**config.mk**
```make
export PLATFORM = sky130hd
export DESIGN_NAME = owned_mutex_table_unit
export DESIGN_NICKNAME = d
export VERILOG_FILES = /design/src/sv/omt_pkg.sv /design/src/sv/owned_mutex_table_unit.sv /design/src/sv/omt_slots.sv
export SDC_FILE = /design/constraint.sdc
export NUM_CORES = 1
export LEC_CHECK = 0
export ABC_AREA = 0
export BUFFER_PORTS_ARGS = -buffer_cell sky130_fd_sc_hd__buf_2
export CAP_MARGIN = 20
export CORE_MARGIN = 3
export CORE_UTILIZATION = 40
export DETAILED_ROUTE_END_ITERATION = 8
export GPL_TIMING_DRIVEN = 1
export PLACE_DENSITY = 0.54
export SYNTH_ARGS = -nofsm -noshare
export SYNTH_HDL_FRONTEND = slang
export SYNTH_SLANG_ARGS = --single-unit
```
**constraint.sdc**
```tcl
create_clock -name clk -period 6.95 [get_ports clk]
set_input_delay 0.3475 -clock clk [delete_from_list [all_inputs] [get_ports clk]]
set_output_delay 0.3475 -clock clk [all_outputs]
set_load 0.03 [all_outputs]
```
**src/sv/omt_pkg.sv**
```systemverilog
`default_nettype none

package omt_pkg;

  localparam int FUNC_W   = 2;
  localparam int ID_W     = 5;
  localparam int OWNER_W  = 16;
  localparam int STATUS_W = 3;
  localparam int SLOT_W   = 4;

  // tdata / tuser widths on the ports
  localparam int IN_DATA_W  = 24;  // lock_id + requester_id, padded to bytes
  localparam int OUT_DATA_W = 8;   // slot_index, padded to a byte

  typedef enum logic [FUNC_W-1:0] {
    FN_CREATE  = 2'd0,
    FN_ACQUIRE = 2'd1,
    FN_RELEASE = 2'd2,
    FN_DESTROY = 2'd3
  } func_t;

  typedef enum logic [STATUS_W-1:0] {
    ST_OK          = 3'd0,
    ST_BAD_INDEX   = 3'd1,
    ST_UNALLOCATED = 3'd2,
    ST_BUSY        = 3'd3,
    ST_NOT_HELD    = 3'd4,
    ST_NOT_OWNER   = 3'd5,
    ST_FULL        = 3'd6
  } status_t;

  // Update applied to one slot of the table
  typedef enum logic [2:0] {
    SOP_NONE  = 3'd0,
    SOP_ALLOC = 3'd1,  // mark allocated, not held, no owner
    SOP_TAKE  = 3'd2,  // mark held by the given owner
    SOP_GIVE  = 3'd3,  // drop the hold, clear the owner
    SOP_FREE  = 3'd4   // clear the whole slot
  } slot_op_t;

  typedef struct packed {
    slot_op_t           op;
    logic [OWNER_W-1:0] owner;
  } slot_cmd_t;

  typedef struct packed {
    logic               allocated;
    logic               held;
    logic [OWNER_W-1:0] owner;
  } slot_view_t;

endpackage

`default_nettype wire

```
**src/sv/owned_mutex_table_unit.sv**
```systemverilog
`default_nettype none

// Channel  Dir  Ports                  Word contents
// -------  ---  ---------------------  ------------------------------------------
// in       in   in_tvalid/tready/...   tuser: func; tdata: lock_id, requester_id
// out      out  out_tvalid/tready/...  tuser: status; tdata: slot_index
//
// One request at a time. Acquire, release and destroy pass through S_EXEC
// and then S_DONE from accept to result. Create walks the table one slot per
// cycle in S_SCAN through the single slot read port, lowest index first, and
// stops at the first free slot or at the last one, then passes to S_DONE.
// rst_n (synchronous) clears the whole table; no clearing pass is needed.
// A result waiting on out_tready blocks only the finish of the next request.

module owned_mutex_table_unit
  import omt_pkg::*;
#(
  parameter int LOCK_COUNT = 16
) (
  input  wire logic                  clk,
  input  wire logic                  rst_n,

  input  wire logic                  in_tvalid,
  output logic                       in_tready,
  input  wire logic [IN_DATA_W-1:0]  in_tdata,   // [4:0] lock_id, [20:5] requester_id
  input  wire logic [FUNC_W-1:0]     in_tuser,   // [1:0] func

  output logic                       out_tvalid,
  input  wire logic                  out_tready,
  output logic [OUT_DATA_W-1:0]      out_tdata,  // [3:0] slot_index
  output logic [STATUS_W-1:0]        out_tuser   // [2:0] status
);

  localparam int IDX_W = (LOCK_COUNT > 1) ? $clog2(LOCK_COUNT) : 1;
  localparam logic [IDX_W-1:0] LAST_IDX = IDX_W'(LOCK_COUNT - 1);
  localparam logic [ID_W:0]    COUNT_EXT = (ID_W + 1)'(LOCK_COUNT);

  typedef enum logic [1:0] {
    S_IDLE,
    S_SCAN,
    S_EXEC,
    S_DONE
  } state_t;

  state_t               state_r;
  func_t                func_r;
  logic [OWNER_W-1:0]   who_r;
  logic [IDX_W-1:0]     addr_r;      // lock index, or scan position on create
  logic                 in_range_r;
  status_t              status_r;
  logic [SLOT_W-1:0]    slot_r;
  logic                 out_tvalid_r;
  logic [SLOT_W-1:0]    out_slot_r;
  status_t              out_status_r;

  slot_cmd_t            cmd;
  slot_view_t           view;
  logic [ID_W-1:0]      in_lock_id;
  logic [OWNER_W-1:0]   in_requester_id;
  logic                 out_free;

  assign in_lock_id      = in_tdata[ID_W-1:0];
  assign in_requester_id = in_tdata[ID_W+OWNER_W-1:ID_W];

  assign in_tready  = (state_r == S_IDLE);
  assign out_tvalid = out_tvalid_r;
  assign out_tdata  = {{(OUT_DATA_W - SLOT_W){1'b0}}, out_slot_r};
  assign out_tuser  = out_status_r;
  assign out_free   = !out_tvalid_r || out_tready;

  omt_slots #(
    .LOCK_COUNT (LOCK_COUNT),
    .IDX_W      (IDX_W)
  ) u_slots (
    .clk   (clk),
    .rst_n (rst_n),
    .addr  (addr_r),
    .cmd   (cmd),
    .view  (view)
  );

  // Slot update: allocate on a free scan hit, otherwise act on the addressed slot
  always_comb begin
    cmd.op    = SOP_NONE;
    cmd.owner = who_r;
    unique case (state_r)
      S_SCAN: begin
        if (!view.allocated) cmd.op = SOP_ALLOC;
      end
      S_EXEC: begin
        if (in_range_r && view.allocated) begin
          unique case (func_r)
            FN_ACQUIRE: if (!view.held) cmd.op = SOP_TAKE;
            FN_RELEASE: if (view.held && view.owner == who_r) cmd.op = SOP_GIVE;
            FN_DESTROY: cmd.op = SOP_FREE;
            FN_CREATE:  cmd.op = SOP_NONE;
          endcase
        end
      end
      default: begin
      end
    endcase
  end

  always_ff @(posedge clk) begin
    if (!rst_n) begin
      state_r      <= S_IDLE;
      out_tvalid_r <= 1'b0;
    end else begin
      // drop valid once the word is taken, unless S_DONE loads the next one
      if (out_tvalid_r && out_tready && state_r != S_DONE) out_tvalid_r <= 1'b0;

      unique case (state_r)
        S_IDLE: begin
          if (in_tvalid) begin
            // capture the word; create starts its walk at slot zero
            func_r     <= func_t'(in_tuser);
            who_r      <= in_requester_id;
            in_range_r <= ({1'b0, in_lock_id} < COUNT_EXT);
            if (func_t'(in_tuser) == FN_CREATE) begin
              addr_r  <= '0;
              state_r <= S_SCAN;
            end else begin
              addr_r  <= in_lock_id[IDX_W-1:0];
              state_r <= S_EXEC;
            end
          end
        end

        S_SCAN: begin
          // test one slot per cycle; stop at the first free one or the end
          if (!view.allocated) begin
            status_r <= ST_OK;
            slot_r   <= SLOT_W'(addr_r);
            state_r  <= S_DONE;
          end else if (addr_r == LAST_IDX) begin
            status_r <= ST_FULL;
            slot_r   <= '0;
            state_r  <= S_DONE;
          end else begin
            addr_r <= addr_r + 1'b1;
          end
        end

        S_EXEC: begin
          slot_r  <= '0;
          state_r <= S_DONE;
          if (!in_range_r) begin
            status_r <= ST_BAD_INDEX;
          end else if (!view.allocated) begin
            status_r <= ST_UNALLOCATED;
          end else begin
            unique case (func_r)
              FN_ACQUIRE: status_r <= view.held ? ST_BUSY : ST_OK;
              FN_RELEASE: begin
                if (!view.held)               status_r <= ST_NOT_HELD;
                else if (view.owner != who_r) status_r <= ST_NOT_OWNER;
                else                          status_r <= ST_OK;
              end
              FN_DESTROY: status_r <= ST_OK;
              FN_CREATE:  status_r <= ST_OK;
            endcase
          end
        end

        S_DONE: begin
          // hold until the output register is free, then hand the word over
          if (out_free) begin
            out_tvalid_r <= 1'b1;
            out_status_r <= status_r;
            out_slot_r   <= slot_r;
            state_r      <= S_IDLE;
          end
        end

        default: state_r <= S_IDLE;
      endcase
    end
  end

endmodule

`default_nettype wire

```
**src/sv/omt_slots.sv**
```systemverilog
`default_nettype none

module omt_slots
  import omt_pkg::*;
#(
  parameter int LOCK_COUNT = 16,
  parameter int IDX_W      = (LOCK_COUNT > 1) ? $clog2(LOCK_COUNT) : 1
) (
  input  wire logic             clk,
  input  wire logic             rst_n,
  input  wire logic [IDX_W-1:0] addr,
  input  wire slot_cmd_t        cmd,
  output slot_view_t            view
);

  logic               alloc_r [LOCK_COUNT];
  logic               held_r  [LOCK_COUNT];
  logic [OWNER_W-1:0] owner_r [LOCK_COUNT];

  // single read port at the shared address
  always_comb begin
    view.allocated = alloc_r[addr];
    view.held      = held_r[addr];
    view.owner     = owner_r[addr];
  end

  always_ff @(posedge clk) begin
    if (!rst_n) begin
      for (int i = 0; i < LOCK_COUNT; i++) begin
        alloc_r[i] <= 1'b0;
        held_r[i]  <= 1'b0;
        owner_r[i] <= '0;
      end
    end else begin
      unique case (cmd.op)
        SOP_ALLOC: begin
          alloc_r[addr] <= 1'b1;
          held_r[addr]  <= 1'b0;
          owner_r[addr] <= '0;
        end
        SOP_TAKE: begin
          held_r[addr]  <= 1'b1;
          owner_r[addr] <= cmd.owner;
        end
        SOP_GIVE: begin
          held_r[addr]  <= 1'b0;
          owner_r[addr] <= '0;
        end
        SOP_FREE: begin
          alloc_r[addr] <= 1'b0;
          held_r[addr]  <= 1'b0;
          owner_r[addr] <= '0;
        end
        default: begin
        end
      endcase
    end
  end

endmodule

`default_nettype wire

```
# == Yosys cells after proc, flatten, opt, wreduce, memory -nomap -nowiden ==
# Memories as Yosys holds them, arrays and structs flattened. A register that Yosys moved wholly into a read port is not among the register bits.
# Index checks and enable logic that the tools add are counted.
# word_totals
reg_bits,40
ramBits,288
inputBits,30
out_inout_bits,13
wordCells,125
memories,3
# op_classes
add_sub_neg,1
magnitude_cmp,1
eq_ne,19
n_mux,64
n_bitwise,7
n_reduce_logical,20
# mem_list
memory,depth,width,rd,rd_clocked_by_memory_dff,wr,line_no,rtl
u_slots.owner_r,16,16,1,1,16,omt_slots.sv:18,logic [OWNER_W-1:0] owner_r [LOCK_COUNT];
u_slots.alloc_r,16,1,1,1,16,omt_slots.sv:16,logic alloc_r [LOCK_COUNT];
u_slots.held_r,16,1,1,1,16,omt_slots.sv:17,logic held_r [LOCK_COUNT];
# ops
op,n
16-bit 2-to-1 mux,4
4-bit 2-to-1 mux,12
1-bit 2-to-1 mux,26
3-bit 2-to-1 mux,7
16-bit == test,1
2-bit 2-to-1 mux,8
16-bit != test,1
4-bit case mux with 2 select lines,2
16-bit OR reduction,1
3-bit case mux with 2 select lines,2
3-bit case mux with 4 select lines,1
3-bit AND reduction,4
"2-bit != test, second input constant",5
3-bit case mux with 3 select lines,1
"2-bit == test, second input constant",4
2-bit case mux with 4 select lines,1
1-bit bitwise OR,7
"3-bit by 2-bit == test with 1-bit output, second input constant",2
2-bit logical NOT,3
"5-bit < comparator, second input constant",1
5-bit AND reduction,1
"4-bit by 1-bit adder with 4-bit output, second input constant",1
"2-bit by 1-bit == test with 1-bit output, second input constant",2
"4-bit == test, second input constant",1
9 further kinds,14

# == Longest topological paths before layout ==
# Gate-level depths: netlist of the first run.
# logic_depth
ltp_word,15
ltp_mapped,12
ltp_nobuf,8

# == Hierarchy ==
# From an unflattened synthesis of the first run, not the netlist that was laid out.
# hier_totals
cells_unflattened,1098
area_unflattened_um2,15904.0
# modules_own_cells
module,instances,cells_per_inst,area_per_inst_um2,seq_area_each_um2
omt_slots,1,963,14113.5,8328.0
owned_mutex_table_unit,1,135,1790.5,1171.1

# == Least setup slack after synthesis of the first run ==
# No wires, ideal clock.
# synth_path
path_kind,register to register
from,reg with a tool-made name
to,"mem u_slots.owner_r[14][0], enable pin"
setup_time_ns,0.411
arrival_ns,3.833
required_ns,6.539
slack_ns,2.706
stages_incl_launch_ff,12
path_buffers,3
synth_period_minus_slack_ns,4.244
path_cell_list,dfxtp_1 > buf_4 > buf_2 > mux4_2 > mux2i_1 > xor2_1 > nand3_1 > o31ai_1 > nor4b_1 > a21oi_1 > clkbuf_1 > o21ai_0
# synth_lines
element,line_no
"end, declared",omt_slots.sv:18

==> results of run 1 <==
-- worst paths after layout --
| kind | from | slack (ps) | to | cells past startpoint |
|---|---|---|---|---|
| setup reg to reg | flop | 2040 | u_slots.owner_r[3][4]$_SDFFCE_PN0P_ | 12 |
| hold / removal | in_tdata[19] | 20 | who_r[14]$_DFFE_PP_ | 1 |
| hold reg to reg | status_r[0]$_SDFFCE_PN0P_ | 420 | out_tuser[0]$_DFFE_PP_ | 0 |
| setup / recovery | flop | 2040 | u_slots.owner_r[3][4]$_SDFFCE_PN0P_ | 12 |
-- final cells by class --
| class | instances | area [µm²] |
|---|---|---|
| Multi-Input combinational cell | 665 | 5353 |
| Timing Repair Buffer | 91 | 643.1 |
| Clock buffer | 52 | 1075 |
| Tap cell | 511 | 639.4 |
| Clock inverter | 11 | 102.6 |
| Sequential cell | 332 | 9588 |
| Fill cell | 3362 | 20210 |
| Inverter | 14 | 52.55 |
-- cells in the final DEF, fill, tap and decap left out, types with 9 or more instances in the layout --
cell type,count
edfxtp_1,293
o21ai_2,16
buf_4,39
a21oi_1,21
o21ai_0,18
nor2_1,89
xor2_1,15
dfxtp_1,36
dlygate4sd3_1,14
mux2i_1,55
nand2_1,63
nand3_1,19
buf_2,36
inv_1,13
nor2b_1,9
clkbuf_16,39
nor2_4,10
and2_1,194
xnor2_1,15
mux4_2,71
-- through the flow --
stage	instance area [µm²]	hold slack [ps]	setup slack, ps
floorplan	15330	400.3	2706
global placement	16100	406.3	1959
detailed placement	16140	407.1	2004
CTS	17450	6.783	1990
global route	17450	9.215	1688
finish	17450	17.00	2039
-- flip-flops by register name, indices dropped and copies added, names as in the netlist, named ones only --
name,flops
state_r,2
slot_r,4
in_range_r,1
u_slots.held_r,16
out_slot_r,4
addr_r,4
u_slots.owner_r,256
u_slots.alloc_r,16
out_tuser,3
status_r,3
who_r,16
func_r,2
out_tvalid,1
-- cells by family (layout without fill, tap and decap cells) --
group | Yosys count | count (layout) | share of synthesized area, %
other | 1 | 4 | 0.02448
xor gates and xnor gates | 30 | 30 | 1.715
adders and majority gates | 8 | 8 | 0.6535
DFF | 332 | 332 | 62.54
muxes | 129 | 129 | 14.25
AOI/OAI and AO/OA | 81 | 81 | 3.137
buffers and inverters | 99 | 168 | 3.006
and+or+nand+nor | 413 | 413 | 14.67
-- per-layer routing --
metal	up-vias	track usage (%)	part of all wire (%)
li1	4054	-	-
met4	0	5.059	2.2
met3	66	3.721	7.8
met2	314	32.41	46
met1	4598	29.82	44
met5	-	0	0
-- power by group through the flow --
stage	registers, mW	logic, mW	clock network (mW)
after floorplan	2.39	1.14	0
final	2.55	1.36	1.92
after global routing	2.58	1.46	2.04
after global placement	2.60	1.35	0
after detailed placement	2.60	1.35	0
after CTS	2.56	1.37	1.96
==> metrics.txt, run 1 <==
status finished, final reports clean; Netlist cell types 50; worst-case clock buffer depth 3; Worst-Margin Slew 1101 ps; die area 40680 µm²; Post-synth ARST share 0%; top post-synthesis cells by area edfxtp_1 57%, mux4_2 10%, and2_1 7.9%; starting density of the core 40.67%; final slew viol count 0; Layout area overhead 13.94%; NetSw 1.737 mW; clock slew at reported path FFs 60 ps; combinational share of power 23.3%; DRT Pass-1 Iters 5; setup repair after global routing missed its margin false; core area 37670 µm²; Worst-Skew Late Latency 530 ps; Die Span Y 201.7 µm; area leader, netlist edfxtp_1; Total Routed Length 41700 µm; top cells by count, synth 293 x edfxtp_1, 194 x and2_1, 89 x nor2_1; EDFF count, synth 293; hold buffer count at CTS 14; Switching Share 29.78%; Int Power 4.095 mW; die width 201.7 µm; kind of critical path reg2reg; placed cells 1599; Vias per Instance 5.389; share of the synthesized area in the top cell type 57.44%; most frequent cell after synthesis edfxtp_1; CTS tree yes; I/O pin total 43; Leak Pwr 6.452 nW; DRT antenna net count 0; syn avg cell area 14.01 µm²; layout cells sized above 1 20.43%; cell mode on critical path buf_4; Num CTS Buffers 37; worst-path maximum fanout 39; slowest stage cell, crit path dfxtp_4; setup TNS 0 ps; post_cts resized 0; Max Fclk 203.6 MHz; CTS root buf clkbuf_16; Syn Std Cell Area 15320 µm²; Yosys Warn Count 0; power share of the clock group 33.0%; max incr delay on CP 790 ps; fin cells 1676; DR DRC count 0; startpoint types flop; Synth Flop Type edfxtp_1; mean routed wirelength per cell 24.88 µm; # nets final 1179; worst endpoint data arrival time 5110 ps; Vias 9032; sequential share of power 43.8%; initial drt markers 765; sequential share of the synthesized area 62.54%; clock skew 16.78 ps; pwr/cell area 334.2 nW/µm²; worst path buffer plus inverter count 4; Final min period 4911 ps; total power 5.832 mW; Site Rows 71; Req. time, crit path 7150 ps; H-tree levels 2; largest net degree at the start of global routing 49; clk sinks 332; Finished Core Util 46.34%; Routability Congestion 0.7725; cell chain of the critical path buf_4 -> mux4_2 -> mux2i_1 -> mux2i_1 -> xnor2_1 -> nand2_1 -> nor4b_1 -> buf_4 -> a21oi_2 -> buf_8 -> o21ai_2 -> buf_4; grt ovf 0; antenna violations before repair 1; Final Setup Violations 0; Worst IR Drop VDD 0.2986 mV; # diodes 0; first-pass GRT wire length 61570 µm; max-cap violations 0; postcts setup bufs 0; HP Class in2reg; DP HPWL 24350 µm; Mapped Cells 1093; Final Cycle Share 70.66%; register bit count reported by yosys 332; endpoint type of the worst setup path flop; normalized max-slew margin 26.53%; CP delay by family, top buffers and inverters; Tot GR Track Use 20.57%; Port Buffer Count 35; Hold Vio Cnt, Final 0; vias in the first global route 9182
(Power assumes the default switching activity.)
==> run 2, diff against run 1 <==
--- a/config.mk
+++ b/config.mk
@@ -5,7 +5,7 @@
 export SDC_FILE = /design/constraint.sdc
 export NUM_CORES = 1
 export LEC_CHECK = 0
-export ABC_AREA = 0
+export ABC_AREA = 1
 export BUFFER_PORTS_ARGS = -buffer_cell sky130_fd_sc_hd__buf_2
 export CAP_MARGIN = 20
 export CORE_MARGIN = 3
==> constraint.sdc (replaced) <==
create_clock -name clk -period 5.13 [get_ports clk]
set_input_delay 0.2565 -clock clk [delete_from_list [all_inputs] [get_ports clk]]
set_output_delay 0.2565 -clock clk [all_outputs]
set_load 0.03 [all_outputs]
==> run 2 against run 1 <==
Area after synthesis up 4.6%. Worst setup slack worse by 1100 ps. Count of clock-buffer cells in the layout down 5.
==> metrics.txt, run 2 <==
status finished, final reports clean (unchanged); Worst IR Drop VDD 0.2901 mV (was 0.2986 mV); Site Rows 72 (was 71); Synth Flop Type edfxtp_1 (unchanged); hold path start out_tready (was in_tdata[19]); Leak Pwr 7.623 nW (was 6.452 nW); max reg flops 256 (unchanged); Worst-Skew Late Latency 530 ps (about the same); total power 8.865 mW (was 5.832 mW); commonest non-fill, non-tap cell in the layout nand2_1 (was edfxtp_1); Yosys Warn Count 0 (unchanged); endpoint type of the worst setup path flop (unchanged); sequential share of the synthesized area 59.81% (was 62.54%); max-cap violations 0 (unchanged); Post-synth ARST share 0% (unchanged); Max Fclk 239.1 MHz (was 203.6 MHz); top post-synthesis cells by area edfxtp_1 55%, nand2_1 12%, nor2_1 8.8% (was edfxtp_1 57%, mux4_2 10%, and2_1 7.9%); postcts setup bufs 0 (unchanged); post-synthesis simple-gate area fraction 28.09% (was 14.67%); Final Cycle Share 81.52% (was 70.66%); first-pass GRT wire length 64120 µm (was 61570 µm); H-tree levels 2 (unchanged); clock skew 11.20 ps (was 16.78 ps); CTS tree yes (unchanged); clk sinks 332 (unchanged); normalized max-slew margin 34.56% (was 26.53%); kind of critical path reg2reg (unchanged); Compound-Gate Fraction of Synth Area 3.641% (was 3.137%); pwr/cell area 495.2 nW/µm² (was 334.2 nW/µm²); layout cells sized above 1 8.598% (was 20.43%); vias in the first global route 11410 (was 9182); Routability Congestion 0.8467 (was 0.7725); antenna violations before repair 0 (was 1); Vias per Instance 4.993 (was 5.389); worst-case clock buffer depth 3 (unchanged); core area 39100 µm² (was 37670 µm²); mean routed wirelength per cell 17.56 µm (was 24.88 µm); top cells by count, synth 493 x nand2_1, 375 x nor2_1, 293 x edfxtp_1 (was 293 x edfxtp_1, 194 x and2_1, 89 x nor2_1); mux contribution to synthesized area 0% (was 14.25%); clock slew at reported path FFs 60 ps (about the same); Worst-Margin Slew 974.1 ps (was 1101 ps); area leader, netlist edfxtp_1 (unchanged); Port Buffer Count 35 (unchanged); Netlist cell types 38 (was 50); RR Endpoint u_slots.owner_r[9][9]$_SDFFCE_PN0P_ (was u_slots.owner_r[3][4]$_SDFFCE_PN0P_); setup repair after global routing missed its margin false (unchanged); syn avg cell area 9.058 µm² (was 14.01 µm²); initial drt markers 913 (was 765); hold buffer count at CTS 19 (was 14); largest net degree at the start of global routing 71 (was 49); area share of fa/ha/maj cells after synthesis 0.6250% (was 0.6535%); largest family of logic cells by synthesized area simple AND/OR/NAND/NOR gates (unchanged); Final Setup Violations 0 (unchanged); xor-xnor portion of the synthesized cell area 0.1094% (was 1.715%); Syn Std Cell Area 16020 µm² (was 15320 µm²); # nets final 1834 (was 1179); setup TNS 0 ps (unchanged); register bit count reported by yosys 332 (unchanged); Total Routed Length 41170 µm (was 41700 µm); Num CTS Buffers 38 (was 37); Reg2Reg Depth 17 (was 12); Layout area overhead 11.78% (was 13.94%); DR DRC count 0 (unchanged); dpl cell area 16490 µm² (was 16140 µm²); startpoint types flop (unchanged); DRT antenna net count 0 (unchanged); Largest Register u_slots.owner_r (unchanged); # diodes 0 (unchanged); HP Class in2reg (unchanged); most frequent cells in the layout 493 x nand2_1, 374 x nor2_1, 293 x edfxtp_1 (was 293 x edfxtp_1, 194 x and2_1, 89 x nor2_1); Vias 11700 (was 9032); share of the synthesized area in the top cell type 54.94% (was 57.44%); post_cts resized 0 (unchanged); die width 206.1 µm (was 201.7 µm); Hold Path End out_tvalid$_SDFF_PN0_ (was who_r[14]$_DFFE_PP_); DRT Pass-1 Iters 5 (unchanged); grt ovf 0 (unchanged); Tot GR Track Use 19.57% (was 20.57%); final slew viol count 0 (unchanged); WHS Path Cells 4 (was 1); die area 42480 µm² (was 40680 µm²); Die Span Y 206.1 µm (was 201.7 µm); worst endpoint data arrival time 4550 ps (was 5110 ps); DP HPWL 25750 µm (was 24350 µm); EDFF count, synth 293 (unchanged); most frequent cell after synthesis nand2_1 (was edfxtp_1); worst-path maximum fanout 52 (was 39); Hold Vio Cnt, Final 0 (unchanged); Req. time, crit path 5490 ps (was 7150 ps); I/O pin total 43 (unchanged); starting density of the core 40.96% (was 40.67%); CTS root buf clkbuf_16 (unchanged); design area 17900 µm² (was 17450 µm²); reg-to-reg slack, setup 950 ps (was 2040 ps); Final min period 4182 ps (was 4911 ps); Mapped Cells 1768 (was 1093)
## run 2: changes by cell type after synthesis, moves of 16 or more
cell / delta
nand2_1: +430
mux2i_1: -55
nor2_1: +286
o211ai_1: +18
mux4_2: -71
a21oi_1: -16
nand3_1: +154
o21ai_1: +26
and2_1: -194
inv_1: +130
## run 2: layout make-up
cell class	count	area, µm²
inverter	151	570.5
clock inverter	23	158.9
sequential	332	9584
timing repair buffer	91	675.6
clock buffer	47	1049
fill	3736	21200
multi-input combinational	1182	5216
tap	518	648.1
## run 2: stage by stage
| step | std cells | util (%) | worst slack, ps | hold WS [ps] |
|---|---|---|---|---|
| after floorplan | 1771 | - | 2048 | 355.4 |
| after global placement | 2254 | 42.18 | 969.6 | 421.5 |
| after detailed placement | 2254 | 42.18 | 916.7 | 414.8 |
| after CTS | 2343 | 45.75 | 888.0 | 34.26 |
| after global routing | 2344 | 45.79 | 512.4 | 61.09 |
| final | 2344 | 45.79 | 947.8 | 49.08 |
## run 2: kinds of logic (layout without fill, tap and decap cells)
| family | after synthesis | after routing |
|---|---|---|
| buffers and inverters | 257 | 312 |
| AOI/OAI and AO/OA | 101 | 101 |
| DFF | 332 | 332 |
| adders and majority gates | 8 | 8 |
| and+or+nand+nor | 1067 | 1067 |
| other | 1 | 4 |
| xor gates and xnor gates | 2 | 2 |
## run 2: where the power goes
part,switching [mW],leakage (nW),internal (mW)
Sequential,0.115,3.30,3.14
Combinational,2.14,3.73,0.837
Clock,1.08,0.596,1.55
Total,3.34,7.62,5.53
## run 2: worst max path at each step
stage / startpoint / to
finish: flop / u_slots.owner_r[9][9]$_SDFFCE_PN0P_
global route: flop / u_slots.owner_r[9][4]$_SDFFCE_PN0P_
CTS: flop / u_slots.owner_r[5][1]$_SDFFCE_PN0P_
detailed placement: flop / u_slots.owner_r[9][9]$_SDFFCE_PN0P_
global placement: flop / u_slots.owner_r[9][8]$_SDFFCE_PN0P_
floorplan: flop / u_slots.owner_r[15][0]$_SDFFCE_PN0P_
## run 2: layer usage
layer | vias to the layer above | global-route usage, % | share of wire, %
met3 | 57 | 2.662 | 5.2
met4 | 0 | 5.382 | 2.3
met5 | - | 0 | 0
met2 | 283 | 32.37 | 48
met1 | 5563 | 27.19 | 45
li1 | 5801 | - | -
## run 2: critical path: stages, from the launching register on
cell and delay, ps:
dfxtp_2 710, clkinv_2 230, buf_12 230, nor2_1 130
o21ai_0 80, nand3_1 80, nand3_1 160, nand3_1 130
nand2_1 130, nor2_1 110, nand2_1 60, nor2_1 270
nand3_1 110, nand2_1 120, nand3_4 110, nand3_4 490
nand3_2 540, nor2_1 240
==> run 3, diff against run 2 <==
==> constraint.sdc (replaced) <==
create_clock -name clk -period 4.1 [get_ports clk]
set_input_delay 0.205 -clock clk [delete_from_list [all_inputs] [get_ports clk]]
set_output_delay 0.205 -clock clk [all_outputs]
set_load 0.03 [all_outputs]
==> run 3 against run 2 <==
Critical path depth is 2 higher. Register-to-register slack worse by 590 ps. Sequential share of layout area is 0.39 points lower. Sequential power is 24% higher. Maximum frequency is 12% higher. Clock power is 22% higher. Design area is 0.74% higher. Flip-flop and latch count stayed put. Critical endpoint is now u_slots.owner_r[4][5]$_SDFFCE_PN0P_. Power is 25% higher. Global-route usage is 0.57 points lower.
==> metrics.txt, run 3 (same netlist as run 2, synthesis figures left out) <==
design area 18030 µm² (was 17900 µm²); Final min period 3743 ps (was 4182 ps); Hold Vio Cnt, Final 0 (unchanged); Finished Core Util 46.13% (was 45.79%); slowest stage cell, crit path dfxtp_4 (was dfxtp_2); die width 206.1 µm (unchanged); I/O pin total 43 (unchanged); Worst-Skew Late Latency 530 ps (about the same); setup repair after global routing missed its margin false (unchanged); Tot GR Track Use 19.00% (was 19.57%); Setup WS pre-CTS 324.3 ps (was 916.7 ps); HP Class in2reg (unchanged); DRT Pass-1 Iters 5 (unchanged); max incr delay on CP 390 ps (was 710 ps); worst-path maximum fanout 17 (was 52); CTS root buf clkbuf_16 (unchanged); Num CTS Buffers 37 (was 38); max reg flops 256 (unchanged); worst endpoint data arrival time 3940 ps (was 4550 ps); Worst-Margin Slew 695.8 ps (was 974.1 ps); grt ovf 0 (unchanged); WHS Path Cells 3 (was 4); total power 11.10 mW (was 8.865 mW); worst setup margin 357.4 ps (was 947.8 ps); core area 39100 µm² (unchanged); Vias per Instance 4.963 (was 4.993); layout cells sized above 1 9.215% (was 8.598%); normalized max-slew margin 53.50% (was 34.56%); Leak Pwr 7.688 nW (was 7.623 nW); Vias 11670 (was 11700); most frequent cells in the layout 493 x nand2_1, 374 x nor2_1, 293 x edfxtp_1 (unchanged); max-cap violations 0 (unchanged); startpoint types flop (unchanged); status finished, final reports clean (unchanged); CP delay by family, top simple AND/OR/NAND/NOR gates (unchanged); Layout area overhead 12.61% (was 11.78%); clk sinks 332 (unchanged); cell chain of the critical path inv_4 -> buf_4 -> nand2_1 -> nand2_1 -> nand2_1 -> nand3_1 -> nand3_1 -> nand3_1 -> nand2_1 -> nor2_1 -> nand2_1 -> nor2_1 -> nand4_1 -> nand2_2 -> nand2_1 -> nand3_4 -> nand2_1 -> nand2_1 -> buf_4 (was clkinv_2 -> buf_12 -> nor2_1 -> o21ai_0 -> nand3_1 -> nand3_1 -> nand3_1 -> nand2_1 -> nor2_1 -> nand2_1 -> nor2_1 -> nand3_1 -> nand2_1 -> nand3_4 -> nand3_4 -> nand3_2 -> nor2_1); initial drt markers 771 (was 913); Total Routed Length 39820 µm (was 41170 µm); largest net degree at the start of global routing 63 (was 71); H-tree levels 2 (unchanged); Port Buffer Count 35 (unchanged); die area 42480 µm² (unchanged); placed cells 2262 (was 2254); kind of critical path reg2reg (unchanged); clock skew 21.62 ps (was 11.20 ps); Hold Slack 50.59 ps (was 49.08 ps); DRT antenna net count 0 (unchanged); postcts setup bufs 0 (unchanged); DP HPWL 25800 µm (was 25750 µm); dpl cell area 16620 µm² (was 16490 µm²); clock slew at reported path FFs 60 ps (about the same); starting density of the core 40.96% (unchanged); worst-case clock buffer depth 3 (unchanged); vias in the first global route 11320 (was 11410); stages on the worst setup path 19 (was 17); DR DRC count 0 (unchanged); cell mode on critical path nand2_1; first-pass GRT wire length 62820 µm (was 64120 µm); antenna violations before repair 0 (unchanged); Worst IR Drop VDD 0.4051 mV (was 0.2901 mV); # nets final 1843 (was 1834); Max Fclk 267.2 MHz (was 239.1 MHz); commonest non-fill, non-tap cell in the layout nand2_1 (unchanged); Reg2Reg Depth 19 (was 17); Final Setup Violations 0 (unchanged); pwr/cell area 615.5 nW/µm² (was 495.2 nW/µm²); endpoint type of the worst setup path flop (unchanged); Req. time, crit path 4300 ps (was 5490 ps); CTS tree yes (unchanged); Final Cycle Share 91.28% (was 81.52%); final slew viol count 0 (unchanged); fin cells 2352 (was 2344); Die Span Y 206.1 µm (unchanged); mean routed wirelength per cell 16.93 µm (was 17.56 µm); Largest Register u_slots.owner_r (unchanged); Routability Congestion 0.8320 (was 0.8467); # diodes 0 (unchanged); worst path buffer plus inverter count 3 (was 2); Site Rows 72 (unchanged); setup TNS 0 ps (unchanged)
## run 3: final cells by class
class | instances | area [µm²]
clock inverters | 21 | 138.9
clock buffers | 47 | 1046
inverters | 151 | 570.5
repair buffers | 100 | 813.3
well taps | 518 | 648.1
flip-flops and latches | 332 | 9584
fillers | 3743 | 21060
multi-input cells | 1183 | 5234
## run 3: worst paths after layout
check / startpoint / end / slack [ps]
max: flop / u_slots.owner_r[4][5]$_SDFFCE_PN0P_ / 360
min: in_tdata[3] / addr_r[3]$_DFFE_PP_ / 50
max reg2reg: flop / u_slots.owner_r[4][5]$_SDFFCE_PN0P_ / 360
min reg2reg: slot_r[0]$_SDFFCE_PP0P_ / out_slot_r[0]$_DFFE_PP_ / 420
## run 3: tightest hold or removal path: stages
cell and delay (ps):
buf_2 70, nand3_1 70, o21ai_0 100
## run 3: timing repair
item,4_1_cts,5_1_grt
hold buffers,20,0
resized for setup,0,1
endpoints found under the hold margin,20,0
setup endpoints to repair,0,20
## run 3: metal layers
| metal | vias up | global-route usage, % | routed length [µm] |
|---|---|---|---|
| met2 | 226 | 31.59 | 19280 |
| met5 | - | 0 | 0 |
| met1 | 5573 | 26.54 | 18040 |
| met3 | 55 | 2.410 | 1636 |
| li1 | 5819 | - | - |
| met4 | 0 | 4.824 | 866 |
## run 3: where the power goes
part / total [mW] / internal, mW / switching (mW)
Sequential: 4.05 / 3.93 / 0.121
Clock: 3.22 / 1.87 / 1.35
Combinational: 3.83 / 1.15 / 2.68
Total: 11.1 / 6.95 / 4.15
